<file path="config.mk">
export PLATFORM = sky130hd
export DESIGN_NAME = rotary_encoder_button_input
export DESIGN_NICKNAME = d
export VERILOG_FILES = /design/src/reb_pkg.sv /design/src/rotary_encoder_button_input.sv /design/src/reb_filter.sv
export SDC_FILE = /design/constraint.sdc
export NUM_CORES = 1
export LEC_CHECK = 0
export ABC_AREA = 1
export BUFFER_PORTS_ARGS = -buffer_cell sky130_fd_sc_hd__buf_2
export CAP_MARGIN = 20
export CORE_MARGIN = 10
export CORE_UTILIZATION = 35
export DETAILED_ROUTE_END_ITERATION = 10
export SETUP_SLACK_MARGIN = 0.15
export SLEW_MARGIN = 20
export SYNTH_ARGS = -nofsm -noshare
export SYNTH_HDL_FRONTEND = slang
export SYNTH_HIERARCHICAL = 1
export SYNTH_SLANG_ARGS = --single-unit
</file>
<file path="constraint.sdc">
create_clock -name clk_i -period 4.7 [get_ports clk_i]
set_input_delay 0.235 -clock clk_i [delete_from_list [all_inputs] [get_ports clk_i]]
set_output_delay 0.235 -clock clk_i [all_outputs]
set_load 0.02 [all_outputs]
</file>
<file path="src/reb_pkg.sv">
// ----------------------------------------------------------------------------
// reb_pkg
// Shared types, widths and the quadrature step table for the rotary encoder
// and button input block.
// ----------------------------------------------------------------------------
package reb_pkg;

  localparam int unsigned FiltW    = 16;
  localparam int unsigned HeldW    = 24;
  localparam int unsigned CountW   = 16;
  localparam int unsigned CfgDataW = 24;
  localparam int unsigned EdgesPerDetent = 4;

  localparam logic [FiltW-1:0]  AbFilterRst  = FiltW'(1000);
  localparam logic [FiltW-1:0]  BtnFilterRst = FiltW'(5000);
  localparam logic [HeldW-1:0]  LongPressRst = HeldW'(700000);

  localparam logic [FiltW-1:0]  FiltCountMax = '1;
  localparam logic [HeldW-1:0]  HeldMax      = '1;
  localparam logic [CountW-1:0] CountMax     = '1;
  localparam logic signed [CountW-1:0] DeltaMax = {1'b0, {(CountW-1){1'b1}}};
  localparam logic signed [CountW-1:0] DeltaMin = {1'b1, {(CountW-1){1'b0}}};

  localparam logic signed [3:0] AccHigh = 4'(EdgesPerDetent);
  localparam logic signed [3:0] AccLow  = -4'(EdgesPerDetent);

  typedef enum logic [1:0] {
    CfgAbFilter  = 2'd0,
    CfgBtnFilter = 2'd1,
    CfgLongPress = 2'd2
  } cfg_idx_e;

  // filtered level before and after the current transaction
  typedef struct packed {
    logic level_q;
    logic level_d;
  } pin_t;

  // index is {old_ab, new_ab}, ab packed as {a, b}
  localparam logic signed [1:0] QuadSteps [16] = '{
    2'sd0,  2'sd1,  -2'sd1, 2'sd0,
    -2'sd1, 2'sd0,  2'sd0,  2'sd1,
    2'sd1,  2'sd0,  2'sd0,  -2'sd1,
    2'sd0,  -2'sd1, 2'sd1,  2'sd0
  };

  function automatic logic signed [1:0] quad_step(input logic [3:0] idx);
    return QuadSteps[idx];
  endfunction

endpackage

</file>
<file path="src/rotary_encoder_button_input.sv">
// ----------------------------------------------------------------------------
// rotary_encoder_button_input
// Quadrature encoder decoder with glitch filters and a long-press button.
// ----------------------------------------------------------------------------
// Takes one pin sample per transaction and returns one report per sample.
// A sample is held in an input register, then its filter, decode and
// counter updates run in a single pass into the result register, so one
// transaction is taken every clock unless m_axis_tready stalls the output.
// A stall on m_axis_tready holds s_axis_tready low in the same cycle once
// both registers are full. Configuration writes take effect at once and
// belong to idle periods.
module rotary_encoder_button_input (
  input  logic                         clk_i,
  input  logic                         rst_ni,
  input  logic                         cfg_we_i,
  input  logic [1:0]                   cfg_idx_i,
  input  logic [reb_pkg::CfgDataW-1:0] cfg_data_i,
  input  logic                         s_axis_tvalid,
  output logic                         s_axis_tready,
  input  logic [7:0]                   s_axis_tdata,  // a_level, b_level, btn_level, pad
  input  logic                         s_axis_tuser,  // func
  output logic                         m_axis_tvalid,
  input  logic                         m_axis_tready,
  // detent_delta[15:0], click_count[31:16], long_press_count[47:32],
  // button_held[48], pad
  output logic [55:0]                  m_axis_tdata
);
  import reb_pkg::*;

  // configuration
  logic [FiltW-1:0] ab_len_q, btn_len_q;
  logic [HeldW-1:0] long_len_q;

  always_ff @(posedge clk_i or negedge rst_ni) begin
    if (!rst_ni) begin
      ab_len_q   <= AbFilterRst;
      btn_len_q  <= BtnFilterRst;
      long_len_q <= LongPressRst;
    end else if (cfg_we_i) begin
      unique case (cfg_idx_e'(cfg_idx_i))
        CfgAbFilter:  ab_len_q   <= cfg_data_i[FiltW-1:0];
        CfgBtnFilter: btn_len_q  <= cfg_data_i[FiltW-1:0];
        CfgLongPress: long_len_q <= cfg_data_i[HeldW-1:0];
        default: ;
      endcase
    end
  end

  // input register and output register handshake
  logic       in_valid_q;
  logic       func_q, a_raw_q, b_raw_q, btn_raw_q;
  logic       advance, do_step, s_accept;
  logic       out_valid_q;
  logic [55:0] out_data_q, out_data_d;

  assign advance       = !out_valid_q || m_axis_tready;
  assign do_step       = in_valid_q && advance;
  assign s_axis_tready = !in_valid_q || advance;
  assign s_accept      = s_axis_tvalid && s_axis_tready;

  always_ff @(posedge clk_i or negedge rst_ni) begin
    if (!rst_ni) begin
      in_valid_q <= 1'b0;
    end else if (s_accept) begin
      in_valid_q <= 1'b1;
    end else if (advance) begin
      in_valid_q <= 1'b0;
    end
  end

  always_ff @(posedge clk_i) begin
    if (s_accept) begin
      func_q    <= s_axis_tuser;
      a_raw_q   <= s_axis_tdata[0];
      b_raw_q   <= s_axis_tdata[1];
      btn_raw_q <= s_axis_tdata[2];
    end
  end

  // pin filters
  pin_t a_pin, b_pin, btn_pin;

  reb_filter u_filt_a (
    .clk_i  (clk_i),
    .rst_ni (rst_ni),
    .en_i   (do_step),
    .raw_i  (a_raw_q),
    .len_i  (ab_len_q),
    .pin_o  (a_pin)
  );

  reb_filter u_filt_b (
    .clk_i  (clk_i),
    .rst_ni (rst_ni),
    .en_i   (do_step),
    .raw_i  (b_raw_q),
    .len_i  (ab_len_q),
    .pin_o  (b_pin)
  );

  reb_filter u_filt_btn (
    .clk_i  (clk_i),
    .rst_ni (rst_ni),
    .en_i   (do_step),
    .raw_i  (btn_raw_q),
    .len_i  (btn_len_q),
    .pin_o  (btn_pin)
  );

  // decode and counter state
  logic signed [2:0]        acc_q, acc_d;
  logic signed [CountW-1:0] delta_q, delta_d;
  logic [CountW-1:0]        click_q, click_d;
  logic [CountW-1:0]        long_q, long_d;
  logic                     pressed_q, pressed_d;
  logic                     long_sent_q, long_sent_d;
  logic [HeldW-1:0]         held_q, held_d;

  logic [1:0]        old_ab, new_ab;
  logic signed [1:0] step;
  logic signed [3:0] acc_sum;
  logic [HeldW-1:0]  threshold;

  assign old_ab    = {a_pin.level_q, b_pin.level_q};
  assign new_ab    = {a_pin.level_d, b_pin.level_d};
  assign step      = quad_step({old_ab, new_ab});
  assign acc_sum   = 4'(acc_q) + 4'(step);
  assign threshold = (long_len_q == '0) ? HeldW'(1) : long_len_q;

  always_comb begin
    acc_d       = acc_q;
    delta_d     = delta_q;
    click_d     = click_q;
    long_d      = long_q;
    pressed_d   = pressed_q;
    long_sent_d = long_sent_q;
    held_d      = held_q;

    // illegal or absent transitions decode to a zero step
    if (step != 2'sd0) begin
      if (acc_sum >= AccHigh) begin
        acc_d = '0;
        if (delta_q != DeltaMax) delta_d = delta_q + CountW'(1);
      end else if (acc_sum <= AccLow) begin
        acc_d = '0;
        if (delta_q != DeltaMin) delta_d = delta_q - CountW'(1);
      end else begin
        acc_d = acc_sum[2:0];
      end
    end

    if (btn_pin.level_q && !btn_pin.level_d) begin
      pressed_d   = 1'b1;
      held_d      = '0;
      long_sent_d = 1'b0;
    end else if (!btn_pin.level_q && btn_pin.level_d) begin
      if (pressed_q) begin
        pressed_d = 1'b0;
        if (!long_sent_q && click_q != CountMax) click_d = click_q + CountW'(1);
      end
    end else if (!btn_pin.level_d && pressed_q) begin
      held_d = (held_q != HeldMax) ? held_q + HeldW'(1) : held_q;
      if (held_d >= threshold && !long_sent_q) begin
        if (long_q != CountMax) long_d = long_q + CountW'(1);
        long_sent_d = 1'b1;
      end
    end

    out_data_d = {7'd0, !btn_pin.level_d, long_d, click_d, delta_d};
  end

  always_ff @(posedge clk_i or negedge rst_ni) begin
    if (!rst_ni) begin
      acc_q       <= '0;
      delta_q     <= '0;
      click_q     <= '0;
      long_q      <= '0;
      pressed_q   <= 1'b0;
      long_sent_q <= 1'b0;
      held_q      <= '0;
    end else if (do_step) begin
      acc_q       <= acc_d;
      pressed_q   <= pressed_d;
      long_sent_q <= long_sent_d;
      held_q      <= held_d;
      // report then clear
      delta_q     <= func_q ? '0 : delta_d;
      click_q     <= func_q ? '0 : click_d;
      long_q      <= func_q ? '0 : long_d;
    end
  end

  always_ff @(posedge clk_i or negedge rst_ni) begin
    if (!rst_ni) begin
      out_valid_q <= 1'b0;
    end else if (advance) begin
      out_valid_q <= in_valid_q;
    end
  end

  always_ff @(posedge clk_i) begin
    if (do_step) begin
      out_data_q <= out_data_d;
    end
  end

  assign m_axis_tvalid = out_valid_q;
  assign m_axis_tdata  = out_data_q;

  // a press in progress means the filtered button is low
  a_pressed_low: assert property (@(posedge clk_i) disable iff (!rst_ni)
    pressed_q |-> !btn_pin.level_q)
    else $error("pressed flag set while filtered button released");

  // the edge sum clears before it reaches a full detent
  a_acc_range: assert property (@(posedge clk_i) disable iff (!rst_ni)
    acc_q != 3'sb100)
    else $error("edge accumulator reached a full detent");

  // a long press is only flagged during a held press
  a_long_held: assert property (@(posedge clk_i) disable iff (!rst_ni)
    $rose(long_sent_q) |-> pressed_q)
    else $error("long press flagged without a held press");

  // a report is produced only from a sample in the input register
  a_out_source: assert property (@(posedge clk_i) disable iff (!rst_ni)
    (advance && !in_valid_q) |=> !out_valid_q)
    else $error("report produced without a sample");

endmodule

</file>
<file path="src/reb_filter.sv">
// ----------------------------------------------------------------------------
// reb_filter
// Glitch filter for one pin: the filtered level follows the raw level only
// after the raw level has differed from it for max(len_i, 1) consecutive samples.
// ----------------------------------------------------------------------------
module reb_filter (
  input  logic                      clk_i,
  input  logic                      rst_ni,
  input  logic                      en_i,
  input  logic                      raw_i,
  input  logic [reb_pkg::FiltW-1:0] len_i,
  output reb_pkg::pin_t             pin_o
);
  import reb_pkg::*;

  logic             level_q, level_d;
  logic [FiltW-1:0] count_q, count_d;
  logic [FiltW-1:0] count_inc;

  always_comb begin
    level_d   = level_q;
    count_d   = count_q;
    count_inc = (count_q != FiltCountMax) ? count_q + FiltW'(1) : count_q;
    if (raw_i == level_q) begin
      count_d = '0;
    end else if (count_inc >= len_i) begin
      count_d = '0;
      level_d = raw_i;
    end else begin
      count_d = count_inc;
    end
  end

  always_ff @(posedge clk_i or negedge rst_ni) begin
    if (!rst_ni) begin
      level_q <= 1'b1;
      count_q <= '0;
    end else if (en_i) begin
      level_q <= level_d;
      count_q <= count_d;
    end
  end

  assign pin_o.level_q = level_q;
  assign pin_o.level_d = level_d;

endmodule

</file>
==> flow_summary.toml, run 1 <==
[status]
run_status = "finished with violations"
failed_checks = "negative setup slack"

[layout]
final_util_pct = 44.9
n_fill_cell = 4345
finalNonFillerCells = 2981
synthToLayoutAreaGrowth_pct = 26.8
nNetsFinal = 2496
layout-drive-gt1-share_pct = 23.7
mostFrequentLayoutCell = "sky130_fd_sc_hd__nand2_1"
final_cell_mix = "sky130_fd_sc_hd__nand2_1, sky130_fd_sc_hd__inv_1, sky130_fd_sc_hd__dfrtp_1"
num_antenna_cells = 0

[floorplan]
core_region_area_um2 = 44300
io_pins = 98
area_of_the_die_um2 = 53700
start_util_pct = 35.4
die_w_um = 232
core.rowCount = 77
floorplan.die.height_um = 232

[synthesis]
synth_enable_flop_cells = 53
portion_of_the_post_synthesis_area_used_by_sequential_elements_pct = 40.0
dominantRegCellSynth = "sky130_fd_sc_hd__dfrtp_1"
avgSynthCellArea_um2 = 7.46
number_of_instances_in_the_synthesized_netlist = 2103
synth_area_leaders = "sky130_fd_sc_hd__dfrtp_1, sky130_fd_sc_hd__nand2_1, sky130_fd_sc_hd__edfxtp_1"
yosys.cell_types.count = 51
synth.largest_area_cell = "sky130_fd_sc_hd__dfrtp_1"
ys_async_sr_fraction_pct = 77.8
yosysWarningCount = 6
netlist.area_leader.share_pct = 26.0
yosys_register_bits = 239
synth_area_um2 = 15700

[power]
power-per-cell-area_nw_per_um2 = 536
total_leakage_power_uw = 0.00989
report.power.total_uw = 10700
maximum_ir_drop_on_the_vdd_rail_v = 0.000355

[setup_path]
critPathRequiredTime_ns = 5.04
worst_ep_arrival_time_ns = 5.29
worst_setup_slack_for_register_to_register_paths_ns = -0.26
end_of_the_worst_register_to_register_path = "m_axis_tdata[1]$_DFFE_PP_"
cp_top_family = "simple AND/OR/NAND/NOR gates"
timing_worst_setup_path_type = "register to register"
crit_buf_inv = 10
r2r.worst_path.cells = 37
crit_slowest_cell = "sky130_fd_sc_hd__fa_2"
reg2reg_from = "u_filt_b/count_q[0]$_DFFE_PN0P_"
critical-path-max-stage-delay_ns = 0.40
element_type_at_the_critical_path_start = "register"
worstSetupEndpointType = "register"
biggest_fanout_along_the_worst_timing_path = 8
cp_common_cell = "sky130_fd_sc_hd__nand2_2"

[sta]
layout_worst_path_cycle_share_pct = 105
tightest_slew_ns = 1.11
fmaxAchievable_mhz = 202
final_critical_path_setup_slack_ns = -0.256
final.setup.tns_ns = -6.12
timing.final.setup_violations = 37
final_max_slew_viol_count = 0
grt_setup_unrepaired = "yes"
final_hold_viol_count = 0
skew_ns = 0.0150
post-route-min-period_ns = 4.96
slew-limit-headroom_pct = 26.0

[clock_tree]
clkTransAtPathRegs_ns = 0.06
total_clock_buffers_created_by_cts = 30
clock_latency_ns = 0.58
cts-root-buf = "sky130_fd_sc_hd__clkbuf_16"
clock_sink_count = 239
cts-root-to-sink-buffers = 3
cts_tree = "done"
htree_levels = 1

[global_routing]
antenna_found_initial = 0
global_route.overflow_total = 0
grt_first_pass_wirelength_um = 69400
grt.total_usage_pct = 15.5
maximum_number_of_pins_on_one_net_before_global_route_repair = 103
grt_pass1_vias = 13781

[drt]
drt_iter0_drc = 781
drc = 0
total_iterations_of_the_first_detailed_routing_run = 5
wl_um = 43000
ant_nets = 0
route.detailed.wl_per_inst_um = 14.4
vias = 14258
detail_route.vias_per_cell = 4.78

[job]
drv.max_cap_violation_count = 0

[placed_design]
worst_slack_at_placement_ns = -0.370
post-place-cells = 2849
io_buffer_count = 85
place_hpwl_um = 31300
finalWeightedCongestion = 0.924

[hold_path]
worstHoldStart = "cfg_data_i[5]"
worst_hold_path_type = "input port to register"
hold_path_depth = 3
worstHoldEndpoint = "ab_len_q[5]$_DFFE_PN1P_"
[worst max path at each step]
stage,startpoint,to,slack (ns),depth (start not counted)
after CTS,u_filt_b/count_q[0]$_DFFE_PN0P_,m_axis_tdata[9]$_DFFE_PP_,-0.11,39
after detailed placement,u_filt_a/count_q[1]$_DFFE_PN0P_,m_axis_tdata[9]$_DFFE_PP_,-0.37,35
after global placement,u_filt_a/count_q[1]$_DFFE_PN0P_,m_axis_tdata[9]$_DFFE_PP_,-0.30,37
after global routing,u_filt_b/count_q[0]$_DFFE_PN0P_,m_axis_tdata[3]$_DFFE_PP_,-0.57,37
final,u_filt_b/count_q[0]$_DFFE_PN0P_,m_axis_tdata[1]$_DFFE_PP_,-0.26,37
after floorplan,u_filt_a/count_q[1]$_DFFE_PN0P_,delta_q[9]$_DFFE_PN0P_,-0.04,41
[stage by stage]
step,hold slack (ns),area [um^2]
after detailed placement,0.414,17600
after floorplan,-0.0606,15800
after global placement,0.403,17600
after global routing,0.0274,19900
final,0.0216,19900
after CTS,0.00556,19200
[where the power goes]
group	internal, uW	switching (uW)
logic	2250	3140
registers	2620	358
clock network	1370	944
total	6230	4440
[cells by family (layout without fill, tap and decap cells)]
family,Yosys count,after routing,synth area share (%)
AOI/OAI and AO/OA,236,236,8.38
xor gates and xnor gates,74,74,4.18
adders and majority gates,91,91,7.30
buffers and inverters,399,679,10.3
DFF,239,239,40.0
muxes,1,1,0.0638
other,1,7,0.0239
and+or+nand+nor,1062,1062,29.8
[cells in the mapped netlist (all sizes together) (4+ instances only)]
| master | n |
|---|---|
| xor2 | 67 |
| nor4 | 9 |
| o21ai | 136 |
| clkbuf | 30 |
| dfstp | 23 |
| nand2 | 637 |
| a21oi | 48 |
| clkinv | 5 |
| dfrtp | 163 |
| nand3 | 141 |
| inv | 334 |
| xnor2 | 7 |
| and2 | 11 |
| o21bai | 5 |
| o211ai | 4 |
| o22ai | 28 |
| ha | 90 |
| nand4 | 40 |
| nor3 | 34 |
| nor2 | 186 |
| buf | 30 |
| edfxtp | 53 |
[flip-flops by register name (all words and copies together), names as in the netlist, 3 cells and up]
| name | flops |
|---|---|
| acc_q | 3 |
| held_q | 24 |
| u_filt_b/count_q | 16 |
| delta_q | 16 |
| ab_len_q | 16 |
| click_q | 16 |
| u_filt_a/count_q | 16 |
| m_axis_tdata | 49 |
| long_len_q | 24 |
| u_filt_btn/count_q | 16 |
| btn_len_q | 16 |
| long_q | 16 |
[repair_timing]
| action | 4_1_cts | 5_1_grt |
|---|---|---|
| pin swaps | 40 | 74 |
| hold endpoints to repair | 110 | 0 |
| hold buffers | 18 | 0 |
| setup buffers | 32 | 26 |
| setup endpoints to repair | 37 | 80 |
| resized for setup | 48 | 115 |
| gates cloned | 0 | 1 |
[worst min-delay path, delay by kind of cell]
family / cells / cell delay (ns)
buffers and inverters: 2 / 0.24
AOI/OAI and AO/OA: 1 / 0.10
[per-layer routing]
layer | GRT usage [%] | part of all wire [%] | vias to the layer above
li1 | - | - | 7236
met1 | 20.2 | 47 | 6679
met2 | 26.2 | 47 | 281
met3 | 2.33 | 4.2 | 62
met4 | 4.08 | 2.3 | 0
met5 | 0 | 0 | -
[layout make-up]
class                           count  area, um^2  share of cell area [%]
Multi-Input combinational cell   1471        8470                    42.6
Tap cell                          592         741                    3.72
Sequential cell                   239        6280                    31.5
Clock inverter                     19         193                   0.968
Clock buffer                       37         797                    4.01
Timing Repair Buffer              284        2120                    10.7
Inverter                          339        1300                    6.53
Power figures use the tool's default switching activity.
==> run 2: changes to the inputs <==
--- a/config.mk
+++ b/config.mk
@@ -15,5 +15,4 @@
 export SLEW_MARGIN = 20
 export SYNTH_ARGS = -nofsm -noshare
 export SYNTH_HDL_FRONTEND = slang
-export SYNTH_HIERARCHICAL = 1
 export SYNTH_SLANG_ARGS = --single-unit
==> constraint.sdc (replaced) <==
create_clock -name clk_i -period 5.2 [get_ports clk_i]
set_input_delay 0.26 -clock clk_i [delete_from_list [all_inputs] [get_ports clk_i]]
set_output_delay 0.26 -clock clk_i [all_outputs]
set_load 0.02 [all_outputs]
==> flow_summary.toml, run 2 <==
[power]
total_leakage_power_uw = 0.00865
internal_power_uw = 4980
switchingPower_uw = 3410
power-per-cell-area_nw_per_um2 = 467
power_switching_share_pct = 40.7
power.share.clock_pct = 23.5
share_seq_of_total_power_pct = 30.6
maximum_ir_drop_on_the_vdd_rail_v = 0.000358
share_comb_of_total_power_pct = 45.9

[setup_path]
element_type_at_the_critical_path_start = "register"
critPathRequiredTime_ns = 5.54
timing_worst_setup_path_type = "register to register"
crit_slowest_cell = "sky130_fd_sc_hd__fa_2"
worstSetupEndpointType = "register"
cp_common_cell = "sky130_fd_sc_hd__inv_2"
biggest_fanout_along_the_worst_timing_path = 6
critical-path-max-stage-delay_ns = 0.54
worst_ep_arrival_time_ns = 5.73

[floorplan]
die_w_um = 224
io_pins = 98
core_region_area_um2 = 40900
floorplan.die.height_um = 224
area_of_the_die_um2 = 50100
core.rowCount = 74
start_util_pct = 35.5

[hold_path]
worst_hold_path_type = "input port to register"

[layout]
final_util_pct = 43.9
nNetsFinal = 2170
synthToLayoutAreaGrowth_pct = 23.6
mostFrequentLayoutCell = "sky130_fd_sc_hd__nand2_1"
num_antenna_cells = 0
layout-drive-gt1-share_pct = 20.6
final_design_area_no_fill_um2 = 18000
largest_register_ff_count = 49
final_cell_mix = "sky130_fd_sc_hd__nand2_1, sky130_fd_sc_hd__inv_1, sky130_fd_sc_hd__dfrtp_1"
n_fill_cell = 3991

[sta]
final_max_slew_viol_count = 0
final_critical_path_setup_slack_ns = -0.195
layout_worst_path_cycle_share_pct = 104
fmaxAchievable_mhz = 185
skew_ns = 0.0313
grt_setup_unrepaired = "yes"
post-route-min-period_ns = 5.39
slew-limit-headroom_pct = 33.2
timing.final.setup_violations = 32
tightest_slew_ns = 0.999
final_hold_viol_count = 0

[synthesis]
ys_async_sr_fraction_pct = 77.8
synth_enable_flop_cells = 53
dominantRegCellSynth = "sky130_fd_sc_hd__dfrtp_1"
synth_area_leaders = "sky130_fd_sc_hd__dfrtp_1, sky130_fd_sc_hd__edfxtp_1, sky130_fd_sc_hd__nand2_1"
portion_of_the_post_synthesis_area_used_by_sequential_elements_pct = 43.2
avgSynthCellArea_um2 = 7.93
synth_area_um2 = 14500
yosys.cell_types.count = 59
synth.largest_area_cell = "sky130_fd_sc_hd__dfrtp_1"
synth.top_cells.by_count = "sky130_fd_sc_hd__nand2_1, sky130_fd_sc_hd__inv_1, sky130_fd_sc_hd__dfrtp_1"
number_of_instances_in_the_synthesized_netlist = 1832
yosys_register_bits = 239
synth.most_common_cell = "sky130_fd_sc_hd__nand2_1"
netlist.area_leader.share_pct = 28.1
yosysWarningCount = 0

[drt]
ant_nets = 0
wl_um = 37400
detail_route.vias_per_cell = 4.90
route.detailed.wl_per_inst_um = 14.4
vias = 12700
drt_iter0_drc = 763
drc = 0
total_iterations_of_the_first_detailed_routing_run = 5

[clock_tree]
clkTransAtPathRegs_ns = 0.06
cts-root-buf = "sky130_fd_sc_hd__clkbuf_16"
htree_levels = 1
clock_latency_ns = 0.58
total_clock_buffers_created_by_cts = 29
cts-root-to-sink-buffers = 3
clock_sink_count = 239
cts_tree = "done"

[global_routing]
maximum_number_of_pins_on_one_net_before_global_route_repair = 123
grt_pass1_vias = 12520
grt_first_pass_wirelength_um = 61300
antenna_found_initial = 0
global_route.overflow_total = 0
grt.total_usage_pct = 14.5

[placed_design]
place_hpwl_um = 26900
finalWeightedCongestion = 0.912
placed_area_um2 = 16300
io_buffer_count = 85

[status]
run_status = "finished with violations"
failed_checks = "negative setup slack"

[job]
drv.max_cap_violation_count = 0
==> run 2: power by group through the flow <==
stage               Combinational (uW)  Clock (uW)  Sequential, uW
floorplan                         2280           0            2650
global placement                  3320           0            2590
detailed placement                3380           0            2590
CTS                               3570        2030            2570
finish                            3850        1970            2570
global route                      4300        2090            2610
==> run 2: logic make-up (layout without fill, tap and decap cells) <==
| group | Yosys count | in the layout | synth area share [%] |
|---|---|---|---|
| flip-flops | 239 | 239 | 43.2 |
| buffers and inverters | 348 | 572 | 9.31 |
| other | 1 | 7 | 0.0258 |
| multiplexers | 2 | 2 | 0.155 |
| adder cells (fa/ha/maj) | 91 | 91 | 7.89 |
| XOR/XNOR | 72 | 72 | 4.34 |
| AO/OA/AOI/OAI | 297 | 297 | 11.2 |
| AND/OR/NAND/NOR | 782 | 782 | 23.9 |
==> run 2: metal layers <==
metal  wire length [um]  vias to the layer above  track usage [%]
li1                   -                     6408                -
met1              16900                     5943             18.4
met2              17500                      274             24.4
met3               1550                       75             2.04
met4               1420                        0             5.60
met5                  0                        -                0
==> run 2: area by class of cell <==
| class | count | area (um^2) | area share (%) |
|---|---|---|---|
| clock inverters | 14 | 109 | 0.606 |
| multi-input cells | 1251 | 7450 | 41.5 |
| repair buffers | 218 | 1520 | 8.43 |
| inverters | 300 | 1130 | 6.31 |
| well taps | 532 | 666 | 3.71 |
| clock buffers | 40 | 818 | 4.55 |
| flip-flops and latches | 239 | 6270 | 34.9 |
==> run 2: critical path: cells and delay by family, from the launching register on <==
| family | cells | cell delay (ns) |
|---|---|---|
| AND/OR/NAND/NOR | 12 | 1.55 |
| adder cells (fa/ha/maj) | 5 | 1.42 |
| AO/OA/AOI/OAI | 8 | 0.87 |
| buffers and inverters | 8 | 0.58 |
| flip-flops | 1 | 0.39 |
| XOR/XNOR | 2 | 0.33 |
==> run 2: path summary, 6_finish.rpt <==
| check | start | endpoint | slack (ns) | depth (start not counted) |
|---|---|---|---|---|
| min | cfg_data_i[13] | long_len_q[13]$_DFFE_PN1P_ | 0.03 | 3 |
| min reg2reg | ab_len_q[13]$_DFFE_PN0P_ | ab_len_q[13]$_DFFE_PN0P_ | 0.48 | 2 |
| max in group asynchronous | rst_ni | held_q[16]$_DFFE_PN0P_ | 3.88 | 3 |
| max | u_filt_a.count_q[0]$_DFFE_PN0P_ | m_axis_tdata[8]$_DFFE_PP_ | -0.19 | 35 |
| min in group asynchronous | rst_ni | long_q[3]$_DFFE_PN0P_ | 0.22 | 2 |
| max reg2reg | u_filt_a.count_q[0]$_DFFE_PN0P_ | m_axis_tdata[8]$_DFFE_PP_ | -0.19 | 35 |
==> run 2: repair_timing <==
item | CTS | global route
endpoints found under the setup margin | 37 | 119
hold buffers | 17 | 0
gates resized for setup | 38 | 62
hold endpoints to repair | 77 | 0
gates cloned | 0 | 0
pin swaps | 27 | 23
buffers inserted | 21 | 6
==> run 2: stage by stage <==
stage / hold WS (ns) / power [uW] / TNS (ns) / instances / setup slack, ns
4_1_cts: 0.0160 / 8170 / -1.49 / 2588 / -0.124
3_3_place_gp: 0.309 / 5910 / -1.05 / 2496 / -0.116
5_1_grt: 0.0474 / 9010 / -14.87 / 2594 / -0.541
6_report: 0.0342 / 8390 / -3.41 / 2594 / -0.195
2_1_floorplan: -0.0356 / 4930 / 0 / 1838 / 0.111
3_5_place_dp: 0.306 / 5980 / -5.42 / 2496 / -0.282
==> run 3: changes to the inputs <==
--- a/config.mk
+++ b/config.mk
@@ -10,6 +10,7 @@
 export CAP_MARGIN = 20
 export CORE_MARGIN = 10
 export CORE_UTILIZATION = 35
+export CTS_BUF_LIST = sky130_fd_sc_hd__clkbuf_8 sky130_fd_sc_hd__clkbuf_16
 export DETAILED_ROUTE_END_ITERATION = 10
 export SETUP_SLACK_MARGIN = 0.15
 export SLEW_MARGIN = 20
==> flow_summary.toml, run 3 (synthesis results as in run 2) <==
[status]
run_status = "finished with violations"
failed_checks = "negative setup slack"

[floorplan]
io_pins = 98
floorplan.die.height_um = 224
start_util_pct = 35.5
core_region_area_um2 = 40900
die_w_um = 224
area_of_the_die_um2 = 50100
core.rowCount = 74

[sta]
slew-limit-headroom_pct = 32.5
finalHoldWorstSlack_ns = 0.0371
skew_ns = 0.0268
timing.final.setup_violations = 32
fmaxAchievable_mhz = 185
tightest_slew_ns = 1.01
final_critical_path_setup_slack_ns = -0.202
post-route-min-period_ns = 5.40
grt_setup_unrepaired = "yes"
final_max_slew_viol_count = 0
layout_worst_path_cycle_share_pct = 104
final_hold_viol_count = 0

[job]
drv.max_cap_violation_count = 0

[setup_path]
biggest_fanout_along_the_worst_timing_path = 6
timing_worst_setup_path_type = "register to register"
worstSetupEndpointType = "register"
worst_setup_slack_for_register_to_register_paths_ns = -0.20
reg2reg_from = "u_filt_a.count_q[0]$_DFFE_PN0P_"
crit_slowest_cell = "sky130_fd_sc_hd__fa_2"
cp_common_cell = "sky130_fd_sc_hd__inv_2"
critical-path-max-stage-delay_ns = 0.54
critPathRequiredTime_ns = 5.62
element_type_at_the_critical_path_start = "register"
end_of_the_worst_register_to_register_path = "delta_q[6]$_DFFE_PN0P_"
r2r.worst_path.cells = 38
worst_ep_arrival_time_ns = 5.83

[clock_tree]
cts_tree = "done"
htree_levels = 1
cts-root-to-sink-buffers = 3
cts-root-buf = "sky130_fd_sc_hd__clkbuf_16"
clock_sink_count = 239
clkTransAtPathRegs_ns = 0.06
clock_latency_ns = 0.58
total_clock_buffers_created_by_cts = 29

[global_routing]
grt_first_pass_wirelength_um = 61400
grt.total_usage_pct = 14.5
grt_pass1_vias = 12525
global_route.overflow_total = 0
antenna_found_initial = 0
maximum_number_of_pins_on_one_net_before_global_route_repair = 123

[drt]
route.detailed.wl_per_inst_um = 14.4
total_iterations_of_the_first_detailed_routing_run = 7
drt_iter0_drc = 846
wl_um = 37300
vias = 12766
detail_route.vias_per_cell = 4.92
drc = 0
ant_nets = 0

[power]
total_leakage_power_uw = 0.00867
maximum_ir_drop_on_the_vdd_rail_v = 0.000341
power-per-cell-area_nw_per_um2 = 461

[layout]
mostFrequentLayoutCell = "sky130_fd_sc_hd__nand2_1"
nNetsFinal = 2170
synthToLayoutAreaGrowth_pct = 23.3
largest_register_ff_count = 49
num_antenna_cells = 0
final_util_pct = 43.8
layout-drive-gt1-share_pct = 20.2
final_cell_mix = "sky130_fd_sc_hd__nand2_1, sky130_fd_sc_hd__inv_1, sky130_fd_sc_hd__dfrtp_1"
n_fill_cell = 3993

[placed_design]
io_buffer_count = 85
place_hpwl_um = 26900
finalWeightedCongestion = 0.912

[hold_path]
hold_path_depth = 3
worst_hold_path_type = "input port to register"
worstHoldEndpoint = "long_len_q[13]$_DFFE_PN1P_"
worstHoldStart = "cfg_data_i[13]"
## run 3: changes by cell type in the layout (fill, tap and decap cells not counted), sizes merged
| cell | previous run | this run |
|---|---|---|
| inv | 300 | 307 |
| clkbuf | 41 | 34 |
## run 3: final cells by class
| class | count | area [um^2] | area share [%] |
|---|---|---|---|
| inverters | 300 | 1130 | 6.31 |
| clock inverters | 21 | 135 | 0.754 |
| well taps | 532 | 666 | 3.72 |
| repair buffers | 218 | 1510 | 8.44 |
| flip-flops and latches | 239 | 6270 | 35.0 |
| multi-input cells | 1251 | 7400 | 41.3 |
| clock buffers | 33 | 792 | 4.42 |
## run 3: worst max-delay path by stage
stage,from,to,slack [ns],cells after the start
floorplan,u_filt_b.count_q[1]$_DFFE_PN0P_,m_axis_tdata[8]$_DFFE_PP_,0.11,32
global placement,u_filt_b.count_q[0]$_DFFE_PN0P_,delta_q[12]$_DFFE_PN0P_,-0.12,40
detailed placement,u_filt_b.count_q[0]$_DFFE_PN0P_,delta_q[12]$_DFFE_PN0P_,-0.28,41
CTS,u_filt_b.count_q[0]$_DFFE_PN0P_,m_axis_tdata[8]$_DFFE_PP_,-0.12,35
global route,u_filt_a.count_q[0]$_DFFE_PN0P_,delta_q[7]$_DFFE_PN0P_,-0.56,39
finish,u_filt_a.count_q[0]$_DFFE_PN0P_,delta_q[6]$_DFFE_PN0P_,-0.20,38
## run 3: repair_timing
item	4_1_cts	5_1_grt
setup buffers	21	6
resized for setup	38	44
hold buffers	17	0
hold endpoints to repair	77	0
endpoints found under the setup margin	37	119
pin swaps	28	20
## run 3: power breakdown
group	leakage (uW)	internal, uW	total [uW]	switching [uW]
logic	0.00522	1440	3730	2280
clock network	0.000491	1130	1960	824
registers	0.00295	2340	2570	235
total	0.00867	4910	8250	3340
## run 3: metrics by stage
| stage | TNS, ns | worst slack (ns) | total power (uW) | instance area, um^2 | cells |
|---|---|---|---|---|---|
| floorplan | 0 | 0.111 | 4930 | 14700 | 1838 |
| global route | -15.96 | -0.562 | 8880 | 17900 | 2594 |
| global placement | -1.05 | -0.116 | 5910 | 16300 | 2496 |
| finish | -3.81 | -0.202 | 8250 | 17900 | 2594 |
| CTS | -1.49 | -0.124 | 8150 | 17700 | 2588 |
| detailed placement | -5.42 | -0.282 | 5980 | 16300 | 2496 |
## run 3: routing by layer
layer | share of wire, % | up-vias | track usage (%)
li1 | - | 6416 | -
met1 | 46 | 6005 | 18.4
met2 | 47 | 270 | 24.4
met3 | 3.9 | 75 | 2.04
met4 | 3.7 | 0 | 5.60
met5 | 0 | - | 0
## run 3: worst max-delay path: cells and delay by family (launching register included)
family                   cells  cell delay, ns
adder cells (fa/ha/maj)      5            1.43
buffers and inverters       11            0.83
AO/OA/AOI/OAI                4            0.46
flip-flops                   1            0.39
AND/OR/NAND/NOR             15            1.66
XOR/XNOR                     3            0.49
